### config.mk
export PLATFORM = sky130hd
export DESIGN_NAME = spbm_queue
export DESIGN_NICKNAME = d
export VERILOG_FILES = /design/src/sv/spbm_pkg.sv /design/src/sv/spbm_queue.sv
export SDC_FILE = /design/constraint.sdc
export NUM_CORES = 1
export LEC_CHECK = 0
export ABC_AREA = 1
export BUFFER_PORTS_ARGS = -buffer_cell sky130_fd_sc_hd__buf_2
export CORE_UTILIZATION = 44
export CTS_BUF_LIST = sky130_fd_sc_hd__clkbuf_8
export DETAILED_ROUTE_END_ITERATION = 8
export GPL_TIMING_DRIVEN = 0
export PLACE_DENSITY = 0.68
export SYNTH_ARGS = -nofsm -noshare
export SYNTH_HDL_FRONTEND = slang
export SYNTH_SLANG_ARGS = --single-unit
### constraint.sdc
create_clock -name clk -period 6.91 [get_ports clk]
set_clock_uncertainty 0.2 [all_clocks]
set_input_delay 1.0365 -clock clk [delete_from_list [all_inputs] [get_ports clk]]
set_output_delay 1.0365 -clock clk [all_outputs]
set_load 0.02 [all_outputs]
### src/sv/spbm_pkg.sv
// Shared types and constants for the spectrum band level meter.
package spbm_pkg;

  localparam int NUM_BANDS        = 7;
  localparam int TABLE_BANDS      = 7;
  localparam int MAX_FRAME_LENGTH = 4096;
  localparam int BIN_WIDTH        = 24;

  localparam int RATE_W   = 18;
  localparam int FLEN_W   = 13;
  localparam int ALPHA_W  = 17;
  localparam int CFG_W    = 18;
  localparam int IDX_W    = 12;
  localparam int BAND_W   = 3;
  localparam int SUM_W    = 36;
  localparam int LEVEL_W  = 24;
  localparam int MAG_W    = BIN_WIDTH;
  localparam int RAD_W    = 2 * BIN_WIDTH;
  localparam int FREQ_W   = IDX_W + RATE_W;
  localparam int EDGE_W   = 31;
  localparam int PROD_W   = EDGE_W + FLEN_W + 1;

  localparam int QUEUE_DEPTH = 2;
  localparam int QPTR_W      = $clog2(QUEUE_DEPTH);

  localparam logic [1:0] REG_SAMPLE_RATE  = 2'd0;
  localparam logic [1:0] REG_FRAME_LENGTH = 2'd1;
  localparam logic [1:0] REG_ALPHA        = 2'd2;

  localparam logic [RATE_W-1:0]  RATE_RESET  = RATE_W'(48000);
  localparam logic [FLEN_W-1:0]  FLEN_RESET  = FLEN_W'(512);
  localparam logic [ALPHA_W-1:0] ALPHA_RESET = ALPHA_W'(6554);
  localparam logic [ALPHA_W-1:0] ALPHA_ONE   = ALPHA_W'(65536);
  localparam logic [FLEN_W-1:0]  FLEN_MIN    = FLEN_W'(2);
  localparam logic [FLEN_W-1:0]  FLEN_MAX    = FLEN_W'(MAX_FRAME_LENGTH);

  localparam logic [EDGE_W-1:0] BAND_LO [TABLE_BANDS] = '{
    EDGE_W'(0), EDGE_W'(60), EDGE_W'(150), EDGE_W'(400),
    EDGE_W'(1000), EDGE_W'(2400), EDGE_W'(15000)
  };
  localparam logic [EDGE_W-1:0] BAND_HI [TABLE_BANDS] = '{
    EDGE_W'(60), EDGE_W'(150), EDGE_W'(400), EDGE_W'(1000),
    EDGE_W'(2400), EDGE_W'(15000), EDGE_W'(2147483647)
  };

  typedef struct packed {
    logic signed [BIN_WIDTH-1:0] bin_real;
    logic signed [BIN_WIDTH-1:0] bin_imag;
  } spbm_in_t;

  typedef struct packed {
    logic [BAND_W-1:0]  band_index;
    logic [LEVEL_W-1:0] band_level;
    logic [LEVEL_W-1:0] band_level_smoothed;
    logic               last_band;
  } spbm_out_t;

  typedef struct packed {
    logic [RATE_W-1:0]  sample_rate;
    logic [FLEN_W-1:0]  frame_n;
    logic [IDX_W-1:0]   half;
    logic [ALPHA_W-1:0] alpha;
  } spbm_cfg_t;

  typedef struct packed {
    logic signed [BIN_WIDTH-1:0] bin_real;
    logic signed [BIN_WIDTH-1:0] bin_imag;
    logic [IDX_W-1:0]            bin_idx;
    logic                        close;
  } spbm_job_t;

endpackage

### src/sv/spbm_queue.sv
// Short job queue between the front end and the back end.
module spbm_queue import spbm_pkg::*; (
  input  logic      clk,
  input  logic      rst,
  input  logic      push,
  input  spbm_job_t push_data,
  output logic      full,
  input  logic      pop,
  output logic      pop_valid,
  output spbm_job_t pop_data
);

  spbm_job_t           slots [QUEUE_DEPTH];
  logic [QPTR_W-1:0]   wr_ptr;
  logic [QPTR_W-1:0]   rd_ptr;
  logic [QPTR_W:0]     count;

  assign full      = count == (QPTR_W+1)'(QUEUE_DEPTH);
  assign pop_valid = count != '0;
  assign pop_data  = slots[rd_ptr];

  always_ff @(posedge clk) begin
    if (push) begin
      slots[wr_ptr] <= push_data;
    end
  end

  always_ff @(posedge clk) begin
    if (rst) begin
      wr_ptr <= '0;
      rd_ptr <= '0;
      count  <= '0;
    end else begin
      if (push) begin
        wr_ptr <= wr_ptr + QPTR_W'(1);
      end
      if (pop) begin
        rd_ptr <= rd_ptr + QPTR_W'(1);
      end
      if (push && !pop) begin
        count <= count + (QPTR_W+1)'(1);
      end else if (pop && !push) begin
        count <= count - (QPTR_W+1)'(1);
      end
    end
  end

  a_no_overflow: assert property (@(posedge clk) disable iff (rst) push |-> !full)
    else $error("queue push while full");
  a_no_underflow: assert property (@(posedge clk) disable iff (rst) pop |-> pop_valid)
    else $error("queue pop while empty");

endmodule

---- After elaboration in Yosys (flattened, before gate mapping) ----
Memories as Yosys holds them, arrays and structs flattened. A register that Yosys moved wholly into a read port is not among the register bits.
Cells that the tools add are included.
word-level totals
  bits in registers ....................... 4
  latch bits .............................. 0
  memory bits (writable) .................. 122
  bits in read-only memories .............. 0
  input bits .............................. 65
  output and inout bits ................... 63
  word-level logic and storage cells ...... 21
  memories kept ........................... 1
cells by class
  add/subtract/negate cells ............... 4
  $mul .................................... 0
  divide/modulo/power cells ............... 0
  $lt $le $gt $ge ......................... 0
  equality and inequality tests ........... 1
  shifts and indexed selects .............. 0
  muxes and demuxes ....................... 6
  bitwise gates (word level) .............. 0
  reduce and logical (&&, ||, !) cells .... 6
memory list
  memory  depth  width  rd ports  clocked after memory_dff  wr ports  RTL line          RTL
  slots   2      61     1         1                         1         spbm_queue.sv:13  spbm_job_t slots [QUEUE_DEPTH];
operator list
  operator                                          count
  two-way mux 1 bit                                 4
  two-way mux 2 bit                                 2
  nonzero test 2 bit                                2
  adder 1 bit, second input constant                2
  adder 2 x 1 -> 2 bit, second input constant       1
  == test 2 bit, second input constant              1
  logical AND 1 bit                                 2
  zero test 1 bit                                   2
  subtractor 2 x 1 -> 2 bit, second input constant  1

---- Depth between registers and ports, before layout ----
  word-level depth ........................ 4
  depth in mapped cells ................... 8
  depth with buffers taken out ............ 8

---- Least setup slack after synthesis ----
No wires, ideal clock.
  kind .................................... input -> register
  start point ............................. input port push
  end point ............................... memory slots[0][0] (netlist bit), enable pin
  setup time .............................. 0.482 ns
  arrival ................................. 3.635 ns
  data required time ...................... 6.228 ns
  setup slack ............................. 2.593 ns
  cell stages on the path ................. 2
  path buffers ............................ 0
  cell sequence ........................... inv_1 nor2_1
between the ends
  word-level cells in the longest chain between the ends .. 2
RTL lines
  item                                     RTL line          RTL
  start, declared                          spbm_queue.sv:5   input logic push,
  two-way mux 1 bit                        spbm_queue.sv:23  if (push) begin
  two-way mux 1 bit (implied by the code)  spbm_queue.sv:24  slots[wr_ptr] <= push_data;
  end, declared                            spbm_queue.sv:13
Every way passes these cells.

==> flow_summary.json <==
{
  "maxSlewViolCount": 0,
  "ys_types": 16,
  "report.final.hold_viol_count": 0,
  "clock.fmax_mhz": 356,
  "synthTopCellsByCount": "edfxtp_1, mux2_4, inv_1",
  "crit_type": "flop to output port",
  "syn_area_mm2": 0.00493,
  "clock_latency_ns": 0.41,
  "cts_root_buf": "clkbuf_8",
  "grt_pass1_wl_mm": 11.8,
  "worst_pin_slew_ns": 0.673,
  "synth_area_per_cell_um2": 22.1,
  "syn-num-nets": 289,
  "grt_pass1_vias": 2459,
  "antenna_found_initial": 0,
  "synth_warnings": 0,
  "p_clk_share_pct": 35.3,
  "grt_max_degree": 35,
  "antenna_cells": 0,
  "drive_above_1_share_pct": 59.2,
  "cts-hold-fix-buffers": 0,
  "crit_required_ns": 5.67,
  "wl_per_cell_um": 14.8,
  "critical_path.endpoint_type": "output port",
  "netSwitchingPower_w": 0.000406,
  "p_sw_share_pct": 22.9,
  "cap_viol_max_count": 0,
  "synth_flop_cell": "edfxtp_1",
  "power_density_mw_per_mm2": 286,
  "core_region_area_mm2": 0.0109,
  "vias_per_cell": 4.60,
  "drtIter0Drc": 72,
  "status": "complete, no violations",
  "post-cts-setup-buffer-count": 0,
  "setup_viol": 0,
  "path_cells": "buf_6, buf_12, mux2_4, buf_2",
  "row_count": 38,
  "synth-edff-count": 122,
  "ant_nets": 0,
  "grt.overflow.total": 0,
  "min_period_ns": 2.81,
  "tns_ns": 0,
  "initial_core_util_pct": 45.3,
  "io_pins": 128,
  "die_area_mm2": 0.0116,
  "clkTransAtPathRegs_ns": 0.07,
  "synth.area.top_cells": "edfxtp_1, mux2_4, buf_12",
  "ys_seq_elements": 127,
  "critPathMaxFanout": 10,
  "hpwl_mm": 5.19,
  "rsz0062_at_grt": "false",
  "yosysSeqAreaShare_pct": 76.3,
  "gp_congestion": 0.671,
  "cp_slowest_stage_delay_ns": 0.32,
  "cp_slowest_cell": "dfxtp_1",
  "pwr-share-seq_pct": 50.7,
  "vias": 2414,
  "yosys.area.top_type_share_pct": 74.3,
  "p_int_w": 0.00137,
  "syn_to_final_growth_pct": 25.9,
  "cts_tree": "yes",
  "critPathLaunchType": "flop",
  "clock_sinks": 127,
  "fp.dieH_um": 108,
  "clk_path_buf_depth": 2,
  "gr-usage-all-layers_pct": 14.2,
  "cts-resized-gates": 0,
  "fin_nets": 438,
  "p_leak_nw": 2.53,
  "drc_errors": 0,
  "synth_most_common_cell": "edfxtp_1",
  "htreeDepth": 4,
  "firstDrtPassIters": 3,
  "final_util_pct": 57.1,
  "yosysTopAreaCell": "edfxtp_1",
  "min_period_over_period_pct": 40.6,
  "cts_made_buffers": 17,
  "max-slew-margin-rel_pct": 55.1,
  "synth_async_sr_flop_share_pct": 0,
  "worstPathArrival_ns": 1.57,
  "nFillCells": 891,
  "totalWireLength_mm": 7.77,
  "numPortBuffers": 127,
  "synth_cells": 223,
  "power_frac_comb_pct": 14.0,
  "holdCritPathClass": "flop to flop",
  "ir_drop_uv": 146,
  "die_w_um": 108
}
[worst max-delay path: cells and delay by family (launching register included)]
kind | cells | cell delay (ns)
flops | 1 | 0.32
buf+inv | 3 | 0.52
mux | 1 | 0.31
[metrics by stage]
stage / worst slack (ns) / instance area, µm² / power [W] / instances / hold WS, ns
detailed placement: 4.31 / 5810 / 0.00117 / 493 / 0.308
global placement: 0.950 / 5740 / 0.00116 / 490 / 0.299
floorplan: 2.59 / 4930 / 0.00109 / 223 / 0.280
CTS: 4.05 / 6210 / 0.00180 / 525 / 0.327
global route: 4.02 / 6210 / 0.00185 / 525 / 0.378
finish: 4.10 / 6210 / 0.00178 / 525 / 0.318
[path summary, 6_finish.rpt]
| check | depth (start not counted) | slack (ns) | from | end |
|---|---|---|---|---|
| min reg2reg | 2 | 0.32 | rd_ptr | rd_ptr |
| max | 4 | 4.10 | flop | pop_data[47] |
| max reg2reg | 3 | 5.08 | wr_ptr | slots[1][1] |
| min | 2 | 0.32 | rd_ptr | rd_ptr |
[kinds of logic after synthesis]
kind of cell,after synthesis,share of synthesized area [%]
flip-flops,127,76.3
AO/OA/AOI/OAI,2,0.203
XOR/XNOR,1,0.178
multiplexers,61,18.5
AND/OR/NAND/NOR,15,1.24
adder cells (fa/ha/maj),1,0.254
buffers and inverters,16,3.35
[flip-flops by register name (all words and copies together), names as in the netlist, named ones only]
register  cells
rd_ptr        1
count         2
slots       122
wr_ptr        1
[placed cells by master (no fill, tap or decap)]
cell type and count:
inv_2 1, nor2_4 1, bufinv_16 3, nand4_1 1, a21oi_1 1, dfxtp_1 5, clkinv_2 3, clkinv_4 1
nand2_1 6, buf_12 9, nor2_1 5, xnor2_1 1, inv_6 1, inv_1 12, ha_1 1, mux2_2 1
buf_6 1, buf_2 127, edfxtp_1 122, o21ai_0 1, nor3_1 1, clkinvlp_4 2, clkbuf_8 18, mux2_4 60
nand3_1 1
[layout make-up]
type	count	area, µm²	area share [%]
clock inverters	14	153	2.46
clock buffers	18	248	3.99
plain buffers	7	131	2.11
repair buffers	130	696	11.2
inverters	9	33.8	0.544
well taps	140	175	2.82
multi-input cells	80	1010	16.3
flip-flops and latches	127	3760	60.6
[routing by layer]
layer	vias to the layer above	part of all wire [%]	wire, µm	GRT usage, %
met3	4	5.1	397	5.51
met2	79	54	4160	23.9
met4	0	0.82	64	7.05
met1	1169	40	3150	15.5
met5	-	0	0	0
li1	1162	-	-	-
[power groups by stage]
| stage | clock network (W) | registers [W] | logic (W) |
|---|---|---|---|
| floorplan | 0 | 0.000917 | 0.000172 |
| global placement | 0 | 0.000919 | 0.000242 |
| detailed placement | 0 | 0.000917 | 0.000252 |
| CTS | 0.000650 | 0.000901 | 0.000253 |
| global route | 0.000684 | 0.000903 | 0.000265 |
| finish | 0.000627 | 0.000900 | 0.000248 |
(Power assumes the default switching activity.)
