$ cat config.mk
export PLATFORM = sky130hd
export DESIGN_NAME = spbm_front
export DESIGN_NICKNAME = d
export VERILOG_FILES = /design/src/sv/spbm_pkg.sv /design/src/sv/spbm_front.sv
export SDC_FILE = /design/constraint.sdc
export NUM_CORES = 1
export LEC_CHECK = 0
export ABC_CLOCK_PERIOD_IN_PS = 2500
export BUFFER_PORTS_ARGS = -buffer_cell sky130_fd_sc_hd__buf_2
export CORE_UTILIZATION = 25
export CTS_BUF_LIST = sky130_fd_sc_hd__clkbuf_8
export DETAILED_ROUTE_END_ITERATION = 10
export PLACE_DENSITY = 0.69
export SETUP_SLACK_MARGIN = 0.15
export SLEW_MARGIN = 20
export SYNTH_ARGS = -nofsm -noshare
export SYNTH_HDL_FRONTEND = slang
export SYNTH_SLANG_ARGS = --single-unit
export TNS_END_PERCENT = 50
$ cat constraint.sdc
create_clock -name clk -period 2.5 [get_ports clk]
set_input_delay 0.5 -clock clk [delete_from_list [all_inputs] [get_ports clk]]
set_output_delay 0.5 -clock clk [all_outputs]
set_load 0.03 [all_outputs]
$ cat src/sv/spbm_pkg.sv
// Shared types and constants for the spectrum band level meter.
package spbm_pkg;

  localparam int NUM_BANDS        = 7;
  localparam int TABLE_BANDS      = 7;
  localparam int MAX_FRAME_LENGTH = 4096;
  localparam int BIN_WIDTH        = 24;

  localparam int RATE_W   = 18;
  localparam int FLEN_W   = 13;
  localparam int ALPHA_W  = 17;
  localparam int CFG_W    = 18;
  localparam int IDX_W    = 12;
  localparam int BAND_W   = 3;
  localparam int SUM_W    = 36;
  localparam int LEVEL_W  = 24;
  localparam int MAG_W    = BIN_WIDTH;
  localparam int RAD_W    = 2 * BIN_WIDTH;
  localparam int FREQ_W   = IDX_W + RATE_W;
  localparam int EDGE_W   = 31;
  localparam int PROD_W   = EDGE_W + FLEN_W + 1;

  localparam int QUEUE_DEPTH = 2;
  localparam int QPTR_W      = $clog2(QUEUE_DEPTH);

  localparam logic [1:0] REG_SAMPLE_RATE  = 2'd0;
  localparam logic [1:0] REG_FRAME_LENGTH = 2'd1;
  localparam logic [1:0] REG_ALPHA        = 2'd2;

  localparam logic [RATE_W-1:0]  RATE_RESET  = RATE_W'(48000);
  localparam logic [FLEN_W-1:0]  FLEN_RESET  = FLEN_W'(512);
  localparam logic [ALPHA_W-1:0] ALPHA_RESET = ALPHA_W'(6554);
  localparam logic [ALPHA_W-1:0] ALPHA_ONE   = ALPHA_W'(65536);
  localparam logic [FLEN_W-1:0]  FLEN_MIN    = FLEN_W'(2);
  localparam logic [FLEN_W-1:0]  FLEN_MAX    = FLEN_W'(MAX_FRAME_LENGTH);

  localparam logic [EDGE_W-1:0] BAND_LO [TABLE_BANDS] = '{
    EDGE_W'(0), EDGE_W'(60), EDGE_W'(150), EDGE_W'(400),
    EDGE_W'(1000), EDGE_W'(2400), EDGE_W'(15000)
  };
  localparam logic [EDGE_W-1:0] BAND_HI [TABLE_BANDS] = '{
    EDGE_W'(60), EDGE_W'(150), EDGE_W'(400), EDGE_W'(1000),
    EDGE_W'(2400), EDGE_W'(15000), EDGE_W'(2147483647)
  };

  typedef struct packed {
    logic signed [BIN_WIDTH-1:0] bin_real;
    logic signed [BIN_WIDTH-1:0] bin_imag;
  } spbm_in_t;

  typedef struct packed {
    logic [BAND_W-1:0]  band_index;
    logic [LEVEL_W-1:0] band_level;
    logic [LEVEL_W-1:0] band_level_smoothed;
    logic               last_band;
  } spbm_out_t;

  typedef struct packed {
    logic [RATE_W-1:0]  sample_rate;
    logic [FLEN_W-1:0]  frame_n;
    logic [IDX_W-1:0]   half;
    logic [ALPHA_W-1:0] alpha;
  } spbm_cfg_t;

  typedef struct packed {
    logic signed [BIN_WIDTH-1:0] bin_real;
    logic signed [BIN_WIDTH-1:0] bin_imag;
    logic [IDX_W-1:0]            bin_idx;
    logic                        close;
  } spbm_job_t;

endpackage

$ cat src/sv/spbm_front.sv
// Front end: takes bin requests, numbers them and marks the frame-closing bin.
module spbm_front import spbm_pkg::*; (
  input  logic      clk,
  input  logic      rst,
  input  logic      in_valid,
  output logic      in_ready,
  input  spbm_in_t  in_data,
  input  spbm_cfg_t cfg,
  input  logic      q_full,
  output logic      q_push,
  output spbm_job_t q_data
);

  logic [IDX_W-1:0] bin_counter;
  logic [IDX_W-1:0] bin_counter_next;
  logic             close;

  assign in_ready = !q_full;
  assign q_push   = in_valid && in_ready;
  assign close    = bin_counter >= cfg.half;

  always_comb begin
    q_data.bin_real = in_data.bin_real;
    q_data.bin_imag = in_data.bin_imag;
    q_data.bin_idx  = bin_counter;
    q_data.close    = close;
  end

  assign bin_counter_next = close ? '0 : bin_counter + IDX_W'(1);

  always_ff @(posedge clk) begin
    if (rst) begin
      bin_counter <= '0;
    end else if (q_push) begin
      bin_counter <= bin_counter_next;
    end
  end

endmodule

**Word-level counts from Yosys, hierarchy flattened**

Index checks and enable logic that the tools add are counted.
W data, S select, Z words.

- Add/subtract/negate cells: 1
- Multiply operators: 0
- Div/mod/pow operators: 0
- $lt $le $gt $ge: 1
- Equality and inequality tests: 0
- Shift operators: 0
- Mux-type cells: 1
- Bitwise logic cells: 0
- Reductions and logical operators: 2

Operators with widths:

| cell | count |
|---|---|
| $add A12 B1 Y12 const B | 1 |
| $ge A12 B12 Y1 | 1 |
| $mux W12 | 1 |
| $logic_and A1 B1 Y1 | 1 |
| $logic_not A1 Y1 | 1 |

- Bits in registers: 12
- Bits in latches: 0
- RAM bits: 0
- Bits in read-only memories: 0
- Output and inout bits: 63
- Word-level logic and storage cells: 6
- Memories: 0

**Logic depth before layout (Yosys ltp)**

Gate-level depths: netlist of the first run.

- Depth in word-level cells: 2
- Gate-level depth with buffers: 7
- Mapped depth without buffers: 7

**Worst setup path before layout of the first run**

No wires, ideal clock.

- Path kind: register to output
- Start: register bin_counter[0]
- End: output q_data[0] in the netlist's numbering
- Arrival time: 1702 ps
- Setup slack: 298 ps
- Stages on the path, launching flop included: 8
- Path buffers: 1
- Cells stage by stage: dfxtp_1 -> inv_1 -> ha_1 -> nor2_1 -> a21oi_1 -> o31ai_2 -> nand2_1 -> buf_4

- Longest elaborated chain between the ends: 1

Ends and longest elaborated chain:

| element | line | text |
|---|---|---|
| from (decl) | spbm_front.sv:14 | `logic [IDX_W-1:0] bin_counter;` |
| from (signal assigned) | spbm_front.sv:35 | `bin_counter <= bin_counter_next;` |
| $ge A12 B12 Y1 | spbm_front.sv:20 | `assign close = bin_counter >= cfg.half;` |
| to (decl) | spbm_front.sv:11 | `output spbm_job_t q_data` |

No other way between the ends.

==> metrics.txt, run 1 <==
synthesized flop and latch total 12; final setup violation count 0; starting utilization of the core area 0.2601; register containing the most flip-flops in the final layout bin_counter; number of antenna cells inserted 0; clk sinks 12; Cell Area, Synth between 1000 and 1500 um^2; aggregate global routing overflow 0; final period demand of the worst path roughly 2200 ps; fmax around 450 MHz; sort of element at the end of the critical path primary output; Post-Syn Area per Cell around 8 um^2; Worst EP arrival about 1800 ps; post-route antenna net violation count 0; outcome finished clean; RSZ-0062 raised after global routing no; DRC violation count after routing 0; count of different cell masters after synthesis 24; Die X 72.11 um; I/O pin cnt about 180; kind of critical path in2out; startpoint type of the worst setup path input port; relative max-transition margin 0.7336; Synth Warn # 0; clock slew at reported path FFs approximately 50 ps; drt first-iter violations 14; area of the die 5199 um^2; TritonCTS clock tree done; number of global-route vias before repair just over 800; class of the tightest hold or removal check reg2reg; cell type with the highest aggregate area in the netlist buf_4; number of vias after detailed routing around 840; buffer cell driving the clock tree root clkbuf_8; floorplan row count 25; power density of the placed cells 392.3 nW/um^2; number of nets in the layout ~260; setup TNS 0 ps; count of buffers inserted at the top-level ports 30; placed cell count roughly 200; part of the Yosys area used for sequential elements 0.1955; fraction of layout cells with a size suffix above 1 0.3043; final count of pins violating max slew 0; hpwl dp ~1800 um; largest registers bin_counter: 12 flops; Max VDD drop 0.0002248 V; All-Layer GR Usage 0.08431; overall routed net length between 2000 and 2500 um; initial antenna violation count 0; core outline area 4723 um^2; synthesis-to-layout area growth -5.295%; die height 72.11 um; final weighted congestion in routability-driven placement 0.7361; transition time of the tightest slew-check pin between 300 and 400 ps; deepest clock path buffer count 2; net count of the mapped netlist 277; Mapped Cells 152; number of buffers added by the clock tree synthesis step 3; Pleak 0.5828 nW; largest net degree at the start of global routing 13; number of flip-flops under the largest register name 12; clock latency on the worst-skew pair around 240 ps; count of TritonRoute iterations in the first routing pass 4; vias per cell approximately 4.1; number of maximum-capacitance violations 0; leading post-synthesis cells by cell area buf_4 (30%), dfxtp_1 (20%), ha_1 (13%); crit path max-delay cell type ha_1; Critical Path Fanout Max 3; max incr delay on CP 300 ps; required time worst endpoint ~2000 ps; wire length of the first global-routing pass about 3400 um; non-filler cells, final roughly 210; top-area cell type share of the netlist area 0.2994; CTS hold repair buffers 0; cells traversed along the worst timing path buf_2 -> inv_1 -> ha_1 -> and4_1 -> nor4b_4 -> o31ai_2 -> nand2_1 -> clkbuf_4; final setup skew 1.929 ps; maximum level of the CTS H-tree 1; Final Hold Violating Endpoints 0; average routed wire per standard cell 10.44 um; portion of the clock cycle consumed by the worst path in the final layout 0.8985
==> synth_stat cells <==
master / number
and4_1: 2
and3_4: 1
xnor2_1: 1
dfxtp_1: 12
nor4b_4: 1
nor2_1: 4
o21ai_1: 1
nand2_1: 11
nor3_1: 9
a21oi_1: 9
xor2_1: 8
nand3_1: 4
and3_2: 1
buf_4: 49
a21oi_4: 1
o31ai_2: 1
nand2b_4: 1
nor2b_1: 1
clkbuf_1: 1
ha_1: 13
o21ai_0: 2
nand4_1: 4
o211ai_1: 1
inv_1: 14
==> worst max-delay path: cells and delay by family <==
kind	cells	cell delay (ps)
buf+inv	3	300
simple gates	3	540
fa+ha+maj	1	300
compound gates	1	110
==> layout make-up <==
type                    count  area (um^2)
clock buffers               4        55.05
well taps                  67        83.83
fillers                   537         3560
repair buffers             32        167.7
flip-flops and latches     12        240.2
inverters                  14        52.55
multi-input cells          76        564.3
==> report_power, final <==
part / internal [mW] / leakage [nW] / switching, mW
registers: 0.193 / 0.0968 / 0.00236
logic: 0.0219 / 0.457 / 0.0309
clock network: 0.139 / 0.0288 / 0.0691
==> logic make-up (layout without fill, tap and decap cells) <==
group           after synthesis  count (layout)  synth area share
buf+inv                      64              50            0.3452
compound gates               15              15           0.07841
xor+xnor                      9               9           0.06416
fa+ha+maj                    13              13            0.1324
simple gates                 39              39            0.1843
flops                        12              12            0.1955
==> cell usage in the layout (no fill, tap or decap), types with 4 or more instances in the layout <==
cell type,n
inv_1,14
nor3_1,9
nand3_1,4
clkbuf_8,4
dfxtp_1,12
buf_2,29
nand2_1,11
nand4_1,4
nor2_1,4
xor2_1,8
a21oi_1,9
ha_1,13
==> worst paths after layout <==
kind,start,to,slack (ps),cells past startpoint
worst max register to register,bin_counter[9]$_SDFFE_PP0P_,bin_counter[11]$_SDFFE_PP0P_,640,7
worst max-delay path,cfg[28],q_data[0],250,8
worst min-delay path,bin_counter[0]$_SDFFE_PP0P_,bin_counter[0]$_SDFFE_PP0P_,520,2
worst min register to register,bin_counter[0]$_SDFFE_PP0P_,bin_counter[0]$_SDFFE_PP0P_,520,2
==> repair_timing <==
| item | CTS | global route |
|---|---|---|
| hold endpoints to repair | 0 | 0 |
| setup buffers | 0 | 0 |
| gates resized for setup | 0 | 1 |
| setup endpoints to repair | 0 | 1 |
==> per-layer routing <==
metal / part of all wire / global-route usage / wire (um) / up-vias
met5: 0 / 0 / 0 / -
met4: 0.0098 / 0.01743 / 21 / 0
met3: 0.098 / 0.04583 / 210 / 6
met2: 0.43 / 0.1391 / 930 / 30
met1: 0.46 / 0.09604 / 979 / 377
li1: - / - / - / 424
==> per-stage QoR <==
stage                     hold WS (ps)  area (um^2)    util  setup WS (ps)  total power [mW]
final                            517.0         1164  0.2464          253.6            0.4564
after floorplan                  577.5         1229       -          297.6            0.3755
after CTS                        512.6         1161  0.2458          230.8            0.4642
after global placement           503.6         1106  0.2342          229.9            0.2518
after detailed placement         498.9         1106  0.2342          238.9            0.2529
after global routing             553.6         1164  0.2464          152.9            0.4837
No activity file was read; power rests on OpenSTA's default activity.
==> inputs of run 2 (changes only) <==
--- a/config.mk
+++ b/config.mk
@@ -7,10 +7,12 @@
 export LEC_CHECK = 0
 export ABC_CLOCK_PERIOD_IN_PS = 2500
 export BUFFER_PORTS_ARGS = -buffer_cell sky130_fd_sc_hd__buf_2
-export CORE_UTILIZATION = 25
+export CELL_PAD_IN_SITES_DETAIL_PLACEMENT = 1
+export CELL_PAD_IN_SITES_GLOBAL_PLACEMENT = 2
+export CORE_UTILIZATION = 13
 export CTS_BUF_LIST = sky130_fd_sc_hd__clkbuf_8
 export DETAILED_ROUTE_END_ITERATION = 10
-export PLACE_DENSITY = 0.69
+export PLACE_DENSITY_LB_ADDON = 0.1
 export SETUP_SLACK_MARGIN = 0.15
 export SLEW_MARGIN = 20
 export SYNTH_ARGS = -nofsm -noshare
==> metrics.txt, run 2 (same netlist as run 1, synthesis figures left out) <==
source of the worst hold timing path bin_counter[0]$_SDFFE_PP0P_; buffer cell driving the clock tree root clkbuf_8; Worst EP arrival about 1700 ps; final weighted congestion in routability-driven placement about 0.62; post-route antenna net violation count 0; slack of the worst reg-to-reg path approximately 600 ps; aggregate global routing overflow 0; cells traversed along the worst timing path buf_2 -> inv_1 -> ha_1 -> and4_4 -> nor4b_4 -> o31ai_2 -> nand2_1 -> buf_4; I/O pin cnt about 180; RSZ-0062 raised after global routing no; utilization after layout 0.1336; starting utilization of the core area 0.1336; logic depth of the worst register-to-register path 7; portion of the clock cycle consumed by the worst path in the final layout 0.8879; non-filler cells, final 250; final setup skew 4.533 ps; deepest clock path buffer count 2; startpoint type of the worst setup path input port; number of antenna cells inserted 0; number of flip-flops under the largest register name 12; Reg-to-Reg Start bin_counter[11]$_SDFFE_PP0P_; worst setup margin roughly 280 ps; clock slew at reported path FFs 60 ps; clock latency on the worst-skew pair roughly 240 ps; Die X about 100 um; critical path startpoint cfg[28]; power density of the placed cells roughly 350 nW/um^2; vias per cell 3.628; final count of pins violating max slew 0; sort of element at the end of the critical path primary output; Critical Path Fanout Max 3; average routed wire per standard cell between 10 and 15 um; largest net degree at the start of global routing 13; number of vias after detailed routing roughly 900; number of maximum-capacitance violations 0; class of the tightest hold or removal check reg2reg; overall routed net length approximately 3100 um; setup TNS 0 ps; count of TritonRoute iterations in the first routing pass 4; drt first-iter violations 6; DP Worst Slack around 240 ps; number of buffers added by the clock tree synthesis step 3; All-Layer GR Usage 0.06392; relative max-transition margin 0.7021; count of buffers inserted at the top-level ports 30; most common cell after layout, fill and taps aside buf_2; largest registers bin_counter: 12 flops; initial antenna violation count 0; fraction of layout cells with a size suffix above 1 0.3381; final period demand of the worst path roughly 2200 ps; number of nets in the layout 266; most frequent cells in the layout buf_2 (29), inv_1 (14), ha_1 (13); CTS hold repair buffers 0; wire length of the first global-routing pass a little under 5000 um; final setup violation count 0; outcome finished clean; register containing the most flip-flops in the final layout bin_counter; required time worst endpoint ~2000 ps; die height 99.22 um; minimum hold slack between 500 and 600 ps; transition time of the tightest slew-check pin roughly 450 ps; floorplan row count 35; DRC violation count after routing 0; hold worst-path end bin_counter[0]$_SDFFE_PP0P_; Pleak roughly 0.59 nW; Final Hold Violating Endpoints 0; number of global-route vias before repair roughly 970; maximum level of the CTS H-tree 1; placed cell count roughly 250; core outline area 9196 um^2; TritonCTS clock tree done; synthesis-to-layout area growth 0.0001628%; clk sinks 12; crit path max-delay cell type ha_1; fill cell total of the finished layout about 1,100; Crit Reg-Reg Endpoint bin_counter[8]$_SDFFE_PP0P_; hpwl dp roughly 2600 um; Max VDD drop ~0.00016 V; fmax around 450 MHz; kind of critical path in2out; WHS Path Cells 2; max incr delay on CP slightly above 300 ps; area of the die around 10000 um^2
## run 2: cell count changes in the layout (fill, tap and decap cells not counted), sizes merged
cell | previous run | this run
buf | 31 | 34
clkbuf | 5 | 3
## run 2: power breakdown
part           internal (mW)  switching [mW]
combinational         0.0227          0.0337
clock                  0.106          0.0756
sequential             0.193         0.00255
total                  0.322           0.112
## run 2: layer usage
| layer | vias up | part of all wire | GRT usage | wire length, um |
|---|---|---|---|---|
| met2 | 50 | 0.47 | 0.1074 | 1461 |
| li1 | 427 | - | - | - |
| met3 | 10 | 0.096 | 0.03514 | 302 |
| met4 | 0 | 0.013 | 0.01018 | 40 |
| met5 | - | 0 | 0 | 0 |
| met1 | 420 | 0.43 | 0.07225 | 1338 |
## run 2: worst max path at each step
stage	endpoint	slack, ps	cells past startpoint
2_1_floorplan	q_data[0]	300	7
3_3_place_gp	q_data[0]	220	8
3_5_place_dp	q_data[0]	240	8
4_1_cts	q_data[0]	200	6
5_1_grt	q_data[0]	180	8
6_report	q_data[0]	280	8
## run 2: layout make-up
| class | instances | area, um^2 | share of cell area |
|---|---|---|---|
| multi-input combinational | 76 | 570.5 | 0.4644 |
| clock buffer | 3 | 41.29 | 0.03360 |
| inverter | 14 | 52.55 | 0.04277 |
| sequential | 12 | 242.7 | 0.1976 |
| timing repair buffer | 34 | 182.7 | 0.1487 |
| tap | 111 | 138.9 | 0.1130 |
## run 2: stage by stage
stage          power, mW  area, um^2
2_1_floorplan     0.3755        1229
3_3_place_gp      0.2546        1176
3_5_place_dp      0.2568        1176
4_1_cts           0.4469        1217
5_1_grt           0.4592        1229
6_report          0.4341        1229
## run 2: what timing repair did
item | CTS | global route
setup endpoints to repair | 0 | 1
gates resized for setup | 0 | 6
setup buffers | 0 | 0
## run 2: critical path, delay by kind of cell
family / cells / cell delay [ps]
adder cells (fa/ha/maj): 1 / 310
AO/OA/AOI/OAI: 1 / 110
AND/OR/NAND/NOR: 3 / 540
buffers and inverters: 3 / 270
==> inputs of run 3 (changes only) <==
==> constraint.sdc (replaced) <==
create_clock -name clk -period 2.5 [get_ports clk]
set_input_delay 0.125 -clock clk [delete_from_list [all_inputs] [get_ports clk]]
set_output_delay 0.125 -clock clk [all_outputs]
set_load 0.03 [all_outputs]
==> metrics.txt, run 3 (same netlist as run 1, synthesis figures left out) <==
Final Hold Violating Endpoints 0; clk sinks 12; Worst EP arrival 1990 ps; logic depth of the worst register-to-register path 7; transition time of the tightest slew-check pin between 500 and 600 ps; number of gates given a new drive strength after cts 0; synthesis-to-layout area growth -1.629%; maximum level of the CTS H-tree 1; All-Layer GR Usage 0.06525; register containing the most flip-flops in the final layout bin_counter; non-filler cells, final 248; hpwl dp between 2000 and 3000 um; count of TritonRoute iterations in the first routing pass 4; area of the die 9845 um^2; Crit Reg-Reg Endpoint bin_counter[4]$_SDFFE_PP0P_; RSZ-0062 raised after global routing no; starting utilization of the core area 0.1336; average routed wire per standard cell 12.52 um; final count of pins violating max slew 0; number of maximum-capacitance violations 0; die height approximately 100 um; count of buffering cells on the critical path with inverters included 2; required time worst endpoint ~2400 ps; critical path startpoint bin_counter[0]$_SDFFE_PP0P_; internal power contribution approximately 350 uW; number of flip-flops under the largest register name 12; final setup violation count 0; cells traversed along the worst timing path inv_1 -> ha_1 -> nor2_1 -> a21oi_1 -> o31ai_2 -> nand2_1 -> buf_2; portion of the clock cycle consumed by the worst path in the final layout 0.8455; slack of the worst reg-to-reg path 570 ps; power dissipated by switching net loads roughly 110 uW; Die X a little under 100 um; TritonCTS clock tree done; relative max-transition margin 0.6169; most common cell after layout, fill and taps aside buf_2; Pleak a little under 0.6 nW; fmax 473.1 MHz; count of buffers inserted at the top-level ports 30; power density of the placed cells about 380 nW/um^2; Final Instance Area 1209 um^2; number of antenna cells inserted 0; vias per cell around 3.5; Power Total approximately 460 uW; part of the power in registers 0.422; number of global-route vias before repair about 980; kind of critical path reg2out; fraction of layout cells with a size suffix above 1 0.2993; post-route antenna net violation count 0; wire length of the first global-routing pass a little over 5000 um; setup TNS 0 ps; startpoint type of the worst setup path flip-flop; number of buffers added for setup after CTS 0; Worst setup endpoint q_data[0]; drt first-iter violations 18; floorplan row count 35; largest net degree at the start of global routing 13; part of the total power dissipated in combinational logic 0.118; placed cell count around 240; I/O pin cnt roughly 180; fill cell total of the finished layout between 1,000 and 1,500; clock latency on the worst-skew pair approximately 240 ps; deepest clock path buffer count 2; sort of element at the end of the critical path primary output; clock network fraction of design power 0.460; number of nets in the layout roughly 260; number of vias after detailed routing slightly below 900; largest registers bin_counter: 12 flops; number of cells on the critical path 7; core outline area 9196 um^2; DRC violation count after routing 0; final weighted congestion in routability-driven placement 0.6000; number of buffers added by the clock tree synthesis step 3; Post-DP Area ~1200 um^2; clock slew at reported path FFs ~50 ps; class of the tightest hold or removal check in2reg; CTS hold repair buffers 0; final setup skew between 4 and 5 ps; initial antenna violation count 0; Reg-to-Reg Start bin_counter[0]$_SDFFE_PP0P_; Max VDD drop 0.0001568 V; buffer cell driving the clock tree root clkbuf_8; utilization after layout 0.1314; overall routed net length 3105 um; Critical Path Fanout Max 5; outcome finished clean; most frequent cells in the layout buf_2 (30), inv_1 (14), ha_1 (13); aggregate global routing overflow 0; Largest delay share family, worst path compound AO/OA/AOI/OAI gates; max incr delay on CP between 400 and 500 ps; crit path max-delay cell type o31ai_2; final period demand of the worst path ~2100 ps; fraction of power spent switching nets 0.2360
-- run 3: cell count changes in the layout (fill, tap and decap cells not counted) --
| cell | before | now |
|---|---|---|
| clkbuf_8 | 3 | 4 |
| and4_4 | 1 | 0 |
| a21oi_2 | 1 | 0 |
| and4_1 | 1 | 2 |
| dfxtp_1 | 10 | 12 |
| buf_2 | 29 | 30 |
| buf_4 | 5 | 1 |
| a21oi_1 | 8 | 9 |
| dfxtp_2 | 2 | 0 |
-- run 3: layout make-up --
class / count / area (um^2) / share of cell area
multi-input combinational: 76 / 564.3 / 0.4669
clock buffer: 4 / 55.05 / 0.04555
sequential: 12 / 240.2 / 0.1988
timing repair buffer: 31 / 157.7 / 0.1304
tap: 111 / 138.9 / 0.1149
inverter: 14 / 52.55 / 0.04348
-- run 3: worst reg2reg max path, delay by kind of cell (launching register included) --
kind / cells / cell delay, ps
flops: 1 / 400
fa+ha+maj: 1 / 280
simple gates: 2 / 310
buf+inv: 1 / 90
compound gates: 3 / 780
-- run 3: worst min path at each step --
| stage | startpoint | to | slack [ps] | cells after the start |
|---|---|---|---|---|
| global placement | in_data[0] | q_data[13] | 250 | 0 |
| CTS | rst | bin_counter[2]$_SDFFE_PP0P_ | 250 | 2 |
| detailed placement | in_data[0] | q_data[13] | 250 | 0 |
| finish | rst | bin_counter[0]$_SDFFE_PP0P_ | 240 | 2 |
| floorplan | rst | bin_counter[3]$_SDFFE_PP0P_ | 200 | 1 |
| global route | in_data[31] | q_data[44] | 250 | 0 |
-- run 3: power groups by stage --
| stage | logic [mW] | clock network (mW) | registers (mW) |
|---|---|---|---|
| 3_5_place_dp | 0.0560 | 0 | 0.200 |
| 2_1_floorplan | 0.173 | 0 | 0.203 |
| 5_1_grt | 0.0624 | 0.241 | 0.196 |
| 4_1_cts | 0.0564 | 0.227 | 0.196 |
| 3_3_place_gp | 0.0545 | 0 | 0.200 |
| 6_report | 0.0549 | 0.213 | 0.196 |
-- run 3: metrics by stage --
| stage | worst slack (ps) | hold slack [ps] |
|---|---|---|
| finish | 386.3 | 244.3 |
| global route | 180.1 | 250.0 |
| global placement | 587.6 | 250.2 |
| detailed placement | 530.4 | 250.2 |
| floorplan | 672.6 | 202.5 |
| CTS | 325.7 | 245.3 |
-- run 3: routing by layer --
metal	GRT usage	routed length [um]
met1	0.07477	1351
met5	0	0
met2	0.1079	1426
met4	0.01018	40
met3	0.03654	287
